### src/dsc_pkg.sv
`timescale 1ns / 1ps
// ----------------------------------------------------------------------------
// dsc_pkg
// Shared constants, codes and controller/datapath handshake types for the
// direct-mapped sector cache.
// ----------------------------------------------------------------------------
package dsc_pkg;

    // Default geometry
    localparam int DSC_CACHE_LINES  = 128;
    localparam int DSC_SECTOR_BYTES = 512;

    // Fixed field widths
    localparam int DSC_LBA_W  = 32;
    localparam int DSC_DISK_W = 8;
    localparam int DSC_WORD_W = 64;
    localparam int DSC_CNT_W  = 32;

    // Address bits folded into the slot remainder per cycle
    localparam int DSC_REM_BITS = 4;

    // Action codes
    localparam logic ACT_LOOKUP = 1'b0;
    localparam logic ACT_FILL   = 1'b1;

    // Result kind codes
    localparam logic KIND_HIT  = 1'b0;
    localparam logic KIND_MISS = 1'b1;

    // Controller commands to the datapath
    typedef struct packed {
        logic load;       // capture the input word and start the slot calculation
        logic addr_load;  // latch slot base address
        logic clear_wr;   // clear one tag entry during the reset sweep
        logic fill_wr;    // write one fill word and update the tag
        logic hit_inc;    // count a hit
        logic miss_emit;  // count a miss and present the miss result
        logic data_rd;    // read one sector word and present it
    } dsc_cmd_t;

    // Datapath status to the controller
    typedef struct packed {
        logic rem_busy;    // slot calculation still running
        logic clear_last;  // final tag entry of the reset sweep
        logic is_fill;     // captured word is a fill
        logic tag_hit;     // slot valid and tag matches
        logic read_last;   // current read is the last sector word
    } dsc_stat_t;

endpackage

### src/dsc_ctrl.sv
`timescale 1ns / 1ps
// ----------------------------------------------------------------------------
// dsc_ctrl
// Sequencer for the sector cache: tag clear sweep after reset, slot
// calculation, fill write, tag compare and hit streaming.
// ----------------------------------------------------------------------------
module dsc_ctrl
    import dsc_pkg::*;
(
    input  logic      clk,
    input  logic      rst_n,
    input  logic      start,
    input  dsc_stat_t stat,
    output dsc_cmd_t  cmd,
    output logic      busy
);

    typedef enum logic [5:0] {
        S_CLEAR  = 6'b000001,
        S_IDLE   = 6'b000010,
        S_SLOT   = 6'b000100,
        S_FILL   = 6'b001000,
        S_LOOKUP = 6'b010000,
        S_STREAM = 6'b100000
    } state_t;

    state_t state_reg, state_next;

    // State register
    always_ff @(posedge clk or negedge rst_n)
    begin
        if (!rst_n)
        begin
            state_reg <= S_CLEAR;
        end
        else
        begin
            state_reg <= state_next;
        end
    end

    // Next state and commands
    always_comb
    begin
        state_next = state_reg;
        cmd        = '0;
        case (state_reg)
            S_CLEAR:
            begin
                cmd.clear_wr = 1'b1;
                if (stat.clear_last)
                begin
                    state_next = S_IDLE;
                end
            end
            S_IDLE:
            begin
                if (start)
                begin
                    cmd.load   = 1'b1;
                    state_next = S_SLOT;
                end
            end
            S_SLOT:
            begin
                if (!stat.rem_busy)
                begin
                    cmd.addr_load = 1'b1;
                    state_next    = stat.is_fill ? S_FILL : S_LOOKUP;
                end
            end
            S_FILL:
            begin
                cmd.fill_wr = 1'b1;
                state_next  = S_IDLE;
            end
            S_LOOKUP:
            begin
                if (stat.tag_hit)
                begin
                    cmd.hit_inc = 1'b1;
                    cmd.data_rd = 1'b1;
                    state_next  = stat.read_last ? S_IDLE : S_STREAM;
                end
                else
                begin
                    cmd.miss_emit = 1'b1;
                    state_next    = S_IDLE;
                end
            end
            S_STREAM:
            begin
                cmd.data_rd = 1'b1;
                if (stat.read_last)
                begin
                    state_next = S_IDLE;
                end
            end
            default:
            begin
                state_next = S_IDLE;
            end
        endcase
    end

    assign busy = (state_reg != S_IDLE);

endmodule

### config.mk
export PLATFORM = sky130hd
export DESIGN_NAME = dsc_ctrl
export DESIGN_NICKNAME = d
export VERILOG_FILES = /design/src/dsc_pkg.sv /design/src/dsc_ctrl.sv
export SDC_FILE = /design/constraint.sdc
export NUM_CORES = 1
export LEC_CHECK = 0
export ABC_AREA = 0
export BUFFER_PORTS_ARGS = -buffer_cell sky130_fd_sc_hd__buf_4
export CAP_MARGIN = 20
export CORE_AREA = 2 2 39 41
export CTS_BUF_LIST = sky130_fd_sc_hd__clkbuf_8
export DETAILED_ROUTE_END_ITERATION = 10
export DIE_AREA = 0 0 41 43
export GPL_ROUTABILITY_DRIVEN = 0
export PLACE_DENSITY_LB_ADDON = 0.25
export SYNTH_ARGS = -nofsm -noshare
export SYNTH_HDL_FRONTEND = slang
export SYNTH_SLANG_ARGS = --single-unit
### constraint.sdc
create_clock -name clk -period 2.6 [get_ports clk]
set_input_delay 0.13 -clock clk [delete_from_list [all_inputs] [get_ports clk]]
set_output_delay 0.13 -clock clk [all_outputs]
set_load 0.01 [all_outputs]
==> results of run 1 <==
-- synth_stat cells, drive strengths merged --
library cell and n:
nor4b 1, a21oi 2, nor4 3, and2b 1
or2b 2, o32ai 1, nor3b 1, nor2 5
or4 3, dfrtp 5, a211oi 1, inv 4
nand2 2, dfstp 1, nand3b 1, nor2b 1
a2bb2oi 1, nor3 1, and2 1
-- layer usage --
metal	track usage, %	wire, um
met1	12.3	357
met2	14.7	392
met3	3.14	24
met4	8.00	0
met5	0	0
-- logic make-up (layout without fill, tap and decap cells) --
| group | count (synthesis) | after routing |
|---|---|---|
| DFF | 6 | 6 |
| buffers and inverters | 4 | 24 |
| AOI/OAI and AO/OA | 5 | 5 |
| and+or+nand+nor | 22 | 22 |
-- cells in the final DEF (no fill, tap or decap), drive strengths merged --
cell type	n
buf	15
inv	5
nor2	5
dfrtp	5
nor4	3
clkbuf	3
or4	3
nand2	2
or2b	2
a21oi	2
nor2b	1
nand3b	1
nor3b	1
nor4b	1
and2b	1
and2	1
a2bb2oi	1
a211oi	1
nor3	1
o32ai	1
dlygate4sd3	1
dfstp	1
-- per-stage QoR --
stage / utilization, % / instance area (um2)
after floorplan: - / 365
after global placement: 36.0 / 498
after detailed placement: 36.0 / 498
after CTS: 40.0 / 553
after global routing: 40.0 / 553
final: 40.0 / 553
-- worst max-delay path, delay by kind of cell, from the launching register on --
family,cells,cell delay (ns)
simple gates,2,0.84
flops,1,0.43
buf+inv,1,0.17
-- where the power goes --
| group | internal, mW | leakage (nW) | switching, mW |
|---|---|---|---|
| clock | 0.101 | 0.0269 | 0.0408 |
| combinational | 0.0962 | 0.157 | 0.0802 |
| sequential | 0.113 | 0.0762 | 0.0350 |
-- path summary, 6_finish.rpt --
| kind | startpoint | end | slack, ns |
|---|---|---|---|
| worst max register to register | state_reg[1] | state_reg[1] | 1.07 |
| max in group asynchronous | rst_n | state_reg[0] | 2.15 |
| worst max-delay path | state_reg[5] | cmd[5] | 0.81 |
| min in group asynchronous | rst_n | state_reg[5] | 0.25 |
| worst min-delay path | stat[3] | state_reg[0] | 0.04 |
| worst min register to register | state_reg[3] | state_reg[0] | 0.61 |
-- final cells by class --
| type | count | area (um2) |
|---|---|---|
| repair buffers | 16 | 123 |
| clock buffers | 3 | 41.3 |
| flip-flops and latches | 6 | 151 |
| well taps | 16 | 20.0 |
| clock inverters | 1 | 3.75 |
| inverters | 4 | 15.0 |
| fillers | 146 | 831 |
| multi-input cells | 27 | 199 |
-- what timing repair did --
action / in CTS / in global routing
setup buffers: 0 / 0
endpoints found under the hold margin: 6 / 0
hold buffers: 1 / 0
resized for setup: 0 / 0
==> flow_metrics.py, run 1 <==
metrics = {
    "outcome": {
        "status": "finished clean",
    },
    "place": {
        "dp_cells": 68,
        "post-dp-hpwl_um": 597,
        "pre_cts_slack_ns": 1.04,
        "port-buffer-count": 15,
    },
    "route": {
        "vias_per_cell": 4.67,
        "drc": 0,
        "detail-route-antenna-nets": 0,
        "drt-wirelength-per-cell_um": 10.6,
        "firstDrtPassIters": 4,
        "routed_wl_um": 774,
        "first_iter_violations": 4,
        "vias": 341,
    },
    "worst_setup_path": {
        "crit_arrival_ns": 1.66,
        "setup.worst_path.start_class": "flip-flop",
        "cpPeakStageDelay_ns": 0.57,
        "worst-path-max-fanout": 7,
        "crit_slowest_cell": "or4_4",
        "end_kind": "primary output",
        "worstRegToRegCells": 3,
        "required_ns": 2.47,
        "crit_chain": "or4_4 -> nor4b_4 -> buf_4",
        "critPathKind": "flip-flop to primary output",
    },
    "synth": {
        "yosysWarningCount": 0,
        "yosys.area.top_type": "dfrtp_1",
        "synth_top_family_by_area": "simple AND/OR/NAND/NOR gates",
        "yosys-top-cells-area": "dfrtp_1, dfstp_2, nor4b_4, or4_4, nor2_1",
        "synth_top_area_share_pct": 34.2,
        "synth_cell_type_count": 20,
        "synthMuxAreaShare_pct": 0,
        "synth_nets": 45,
        "netlist_area_um2": 365,
        "synth_fa_ha_area_share_pct": 0,
        "synthXorXnorAreaFrac_pct": 0,
        "avgSynthCellArea_um2": 9.87,
        "netlist_instances": 37,
        "synth_simple_gate_area_share_pct": 43.5,
        "seq_area_frac_synth_pct": 41.4,
        "synth-compound-area-share_pct": 11.0,
        "ys_ff_latch": 6,
    },
    "hold_path": {
        "hp-class": "input pin to flip-flop",
        "whs_path_depth": 2,
    },
    "die": {
        "placementRows": 14,
        "die_area_mm2": 0.00176,
        "start_util_pct": 26.4,
        "core-area_mm2": 0.00138,
        "pin_count": 16,
        "dieWidth_um": 41,
        "die_y_um": 43,
    },
    "timing": {
        "period_needed_ns": 1.79,
        "finalHoldViolCount": 0,
        "skew_ns": 0.00350,
        "rsz0062_at_grt": "no",
        "tightest_slew_ns": 0.351,
        "tns_ns": 0,
        "fmax_mhz": 557,
        "finalWorstSetupSlack_ns": 0.806,
        "slew_headroom_pct": 76.4,
        "setup_viol": 0,
        "post-route-period-util_pct": 69.0,
        "slew_violations": 0,
        "holdWs_ns": 0.0380,
    },
    "global_route": {
        "grt_usage_pct": 10.4,
        "grt_pass1_vias": 325,
        "antenna_found_initial": 0,
        "overflow": 0,
        "grt_max_degree": 8,
        "grt_pass1_wl_mm": 1.21,
    },
    "layout": {
        "largest_reg_flops": 6,
        "num_antenna_cells": 0,
        "area_growth_pct": 51.4,
        "drive_above_1_share_pct": 42.1,
        "fin_nets": 66,
        "final_cells": 73,
    },
    "clock_network": {
        "cts_made_buffers": 3,
        "clk_pin_slew_ns": 0.04,
        "cts_tree": "yes",
        "h-tree-depth": 1,
        "cts-root-buf": "clkbuf_8",
        "cts_sinks": 6,
        "cts_buffer_depth": 2,
        "clk_latency_ns": 0.22,
    },
    "power_and_ir_drop": {
        "p_per_area_mw_per_mm2": 843,
        "finalPower_mw": 0.466,
        "leakage_nw": 0.260,
        "vdd_drop_max_mv": 0.430,
    },
    "run": {
        "maxCapViolations": 0,
    },
}
(Power assumes the default switching activity.)
==> run 2, diff against run 1 <==
Clock period 2.6 ns to 1.9 ns, I/O delays scaled along.
==> run 2 against run 1 <==
Against the previous run: count of clock-buffer cells in the layout is the same; non-clock buffer count grew 1; combinational power grew 39%; sequential share of layout area shrank 0.49 points; clock power grew 37%; wire length grew 3.1%; sequential power grew 37%; design area grew 1.8%.
==> flow_metrics.py, run 2 (same netlist as run 1, synthesis figures left out) <==
metrics = {
    "route": {
        "drt-wirelength-per-cell_um": 10.8,
        "routed_wl_um": 798,
        "drc": 0,
        "firstDrtPassIters": 4,
        "vias": 349,
        "first_iter_violations": 8,
        "detail-route-antenna-nets": 0,
        "vias_per_cell": 4.72,
    },
    "die": {
        "start_util_pct": 26.4,
        "placementRows": 14,
        "die_y_um": 43,
        "dieWidth_um": 41,
        "core-area_mm2": 0.00138,
        "die_area_mm2": 0.00176,
        "pin_count": 16,
    },
    "power_and_ir_drop": {
        "p_sw_share_pct": 33.6,
        "p_comb_share_pct": 38.1,
        "p_sw_mw": 0.216,
        "power_frac_clock_pct": 30.2,
        "intPower_mw": 0.426,
        "leakage_nw": 0.264,
        "p_per_area_mw_per_mm2": 1140,
        "vdd_drop_max_mv": 0.409,
        "seqPwrFrac_pct": 31.7,
    },
    "layout": {
        "largest_reg_flops": 6,
        "mostFrequentLayoutCells": "buf_4, inv_1, nor2_1, dfrtp_1",
        "drive_above_1_share_pct": 41.4,
        "fin_nets": 67,
        "nFillCells": 145,
        "multiInputGateArea_um2": 199,
        "ff_latch_area_um2": 151,
        "area_growth_pct": 54.1,
        "final_util_pct": 40.7,
        "final_cells": 74,
        "final_common_cell": "buf_4",
        "num_antenna_cells": 0,
    },
    "clock_network": {
        "cts-root-buf": "clkbuf_8",
        "clk_latency_ns": 0.22,
        "clk_pin_slew_ns": 0.03,
        "cts_setup_buffers": 0,
        "cts_buffer_depth": 2,
        "h-tree-depth": 1,
        "cts_tree": "yes",
        "cts_made_buffers": 3,
        "cts_sinks": 6,
    },
    "timing": {
        "rsz0062_at_grt": "no",
        "period_needed_ns": 1.77,
        "skew_ns": 0.00420,
        "holdWs_ns": 0.0455,
        "tightest_slew_ns": 0.335,
        "post-route-period-util_pct": 93.2,
        "finalHoldViolCount": 0,
        "tns_ns": 0,
        "setup_viol": 0,
        "slew_violations": 0,
        "slew_headroom_pct": 77.4,
        "fmax_mhz": 564,
    },
    "place": {
        "dp_cells": 68,
        "port-buffer-count": 15,
        "post-dp-hpwl_um": 621,
    },
    "worst_setup_path": {
        "worst-path-max-fanout": 7,
        "setup.worst_path.start_class": "flip-flop",
        "critPathKind": "flip-flop to primary output",
        "crit_arrival_ns": 1.68,
        "required_ns": 1.80,
        "end_kind": "primary output",
    },
    "global_route": {
        "antenna_found_initial": 0,
        "grt_max_degree": 8,
        "grt_pass1_vias": 306,
        "overflow": 0,
        "grt_usage_pct": 10.8,
        "grt_pass1_wl_mm": 1.22,
    },
    "outcome": {
        "status": "finished clean",
    },
    "run": {
        "maxCapViolations": 0,
    },
    "hold_path": {
        "hp-class": "input pin to flip-flop",
    },
}
==> run 2: changes by cell type in the layout (fill, tap and decap cells not counted) <==
cell and change:
dlygate4sd3_1 +1
==> run 2: worst paths after layout <==
check,start,end,slack [ns],cells after the start
max,state_reg[1],cmd[3],0.13,3
min,stat[0],state_reg[5],0.05,2
max reg2reg,state_reg[1],state_reg[1],0.36,3
min reg2reg,state_reg[3],state_reg[0],0.61,2
max in group asynchronous,rst_n,state_reg[0],1.48,2
min in group asynchronous,rst_n,state_reg[4],0.22,2
==> run 2: critical path: stages (launching register included) <==
cell and delay (ns):
dfrtp_1 0.46, or4_1 0.61, nor3b_1 0.23, buf_4 0.15
==> run 2: timing repair <==
action                                  4_1_cts  5_1_grt
gates resized for setup                       0        0
endpoints found under the setup margin        0        0
hold endpoints to repair                      6        1
hold buffers                                  1        1
==> run 2: layout make-up <==
type                            count  area share (%)
Clock buffer                        3            7.33
Clock inverter                      1           0.667
Inverter                            4            2.67
Multi-Input combinational cell     27            35.3
Sequential cell                     6            26.9
Tap cell                           16            3.56
Timing Repair Buffer               17            23.6
==> run 2: metrics by stage <==
stage	power (mW)	setup slack, ns	cell area [um2]
final	0.642	0.128	563
after global routing	0.684	0.0859	563
after CTS	0.647	0.128	553
after detailed placement	0.446	0.360	498
after global placement	0.446	0.359	498
after floorplan	0.356	0.427	365
==> run 2: power by group through the flow <==
stage / clock (mW) / sequential [mW] / combinational [mW]
after floorplan: 0 / 0.191 / 0.165
after global routing: 0.211 / 0.209 / 0.265
after detailed placement: 0 / 0.203 / 0.243
after CTS: 0.199 / 0.202 / 0.246
after global placement: 0 / 0.204 / 0.243
final: 0.194 / 0.203 / 0.245
==> run 2: metal layers <==
metal | wire length, um | track usage (%) | up-vias
met5 | 0 | 0 | -
met4 | 18 | 8.00 | 0
met3 | 41 | 4.71 | 2
met2 | 393 | 15.0 | 13
met1 | 345 | 12.6 | 158
li1 | - | - | 176
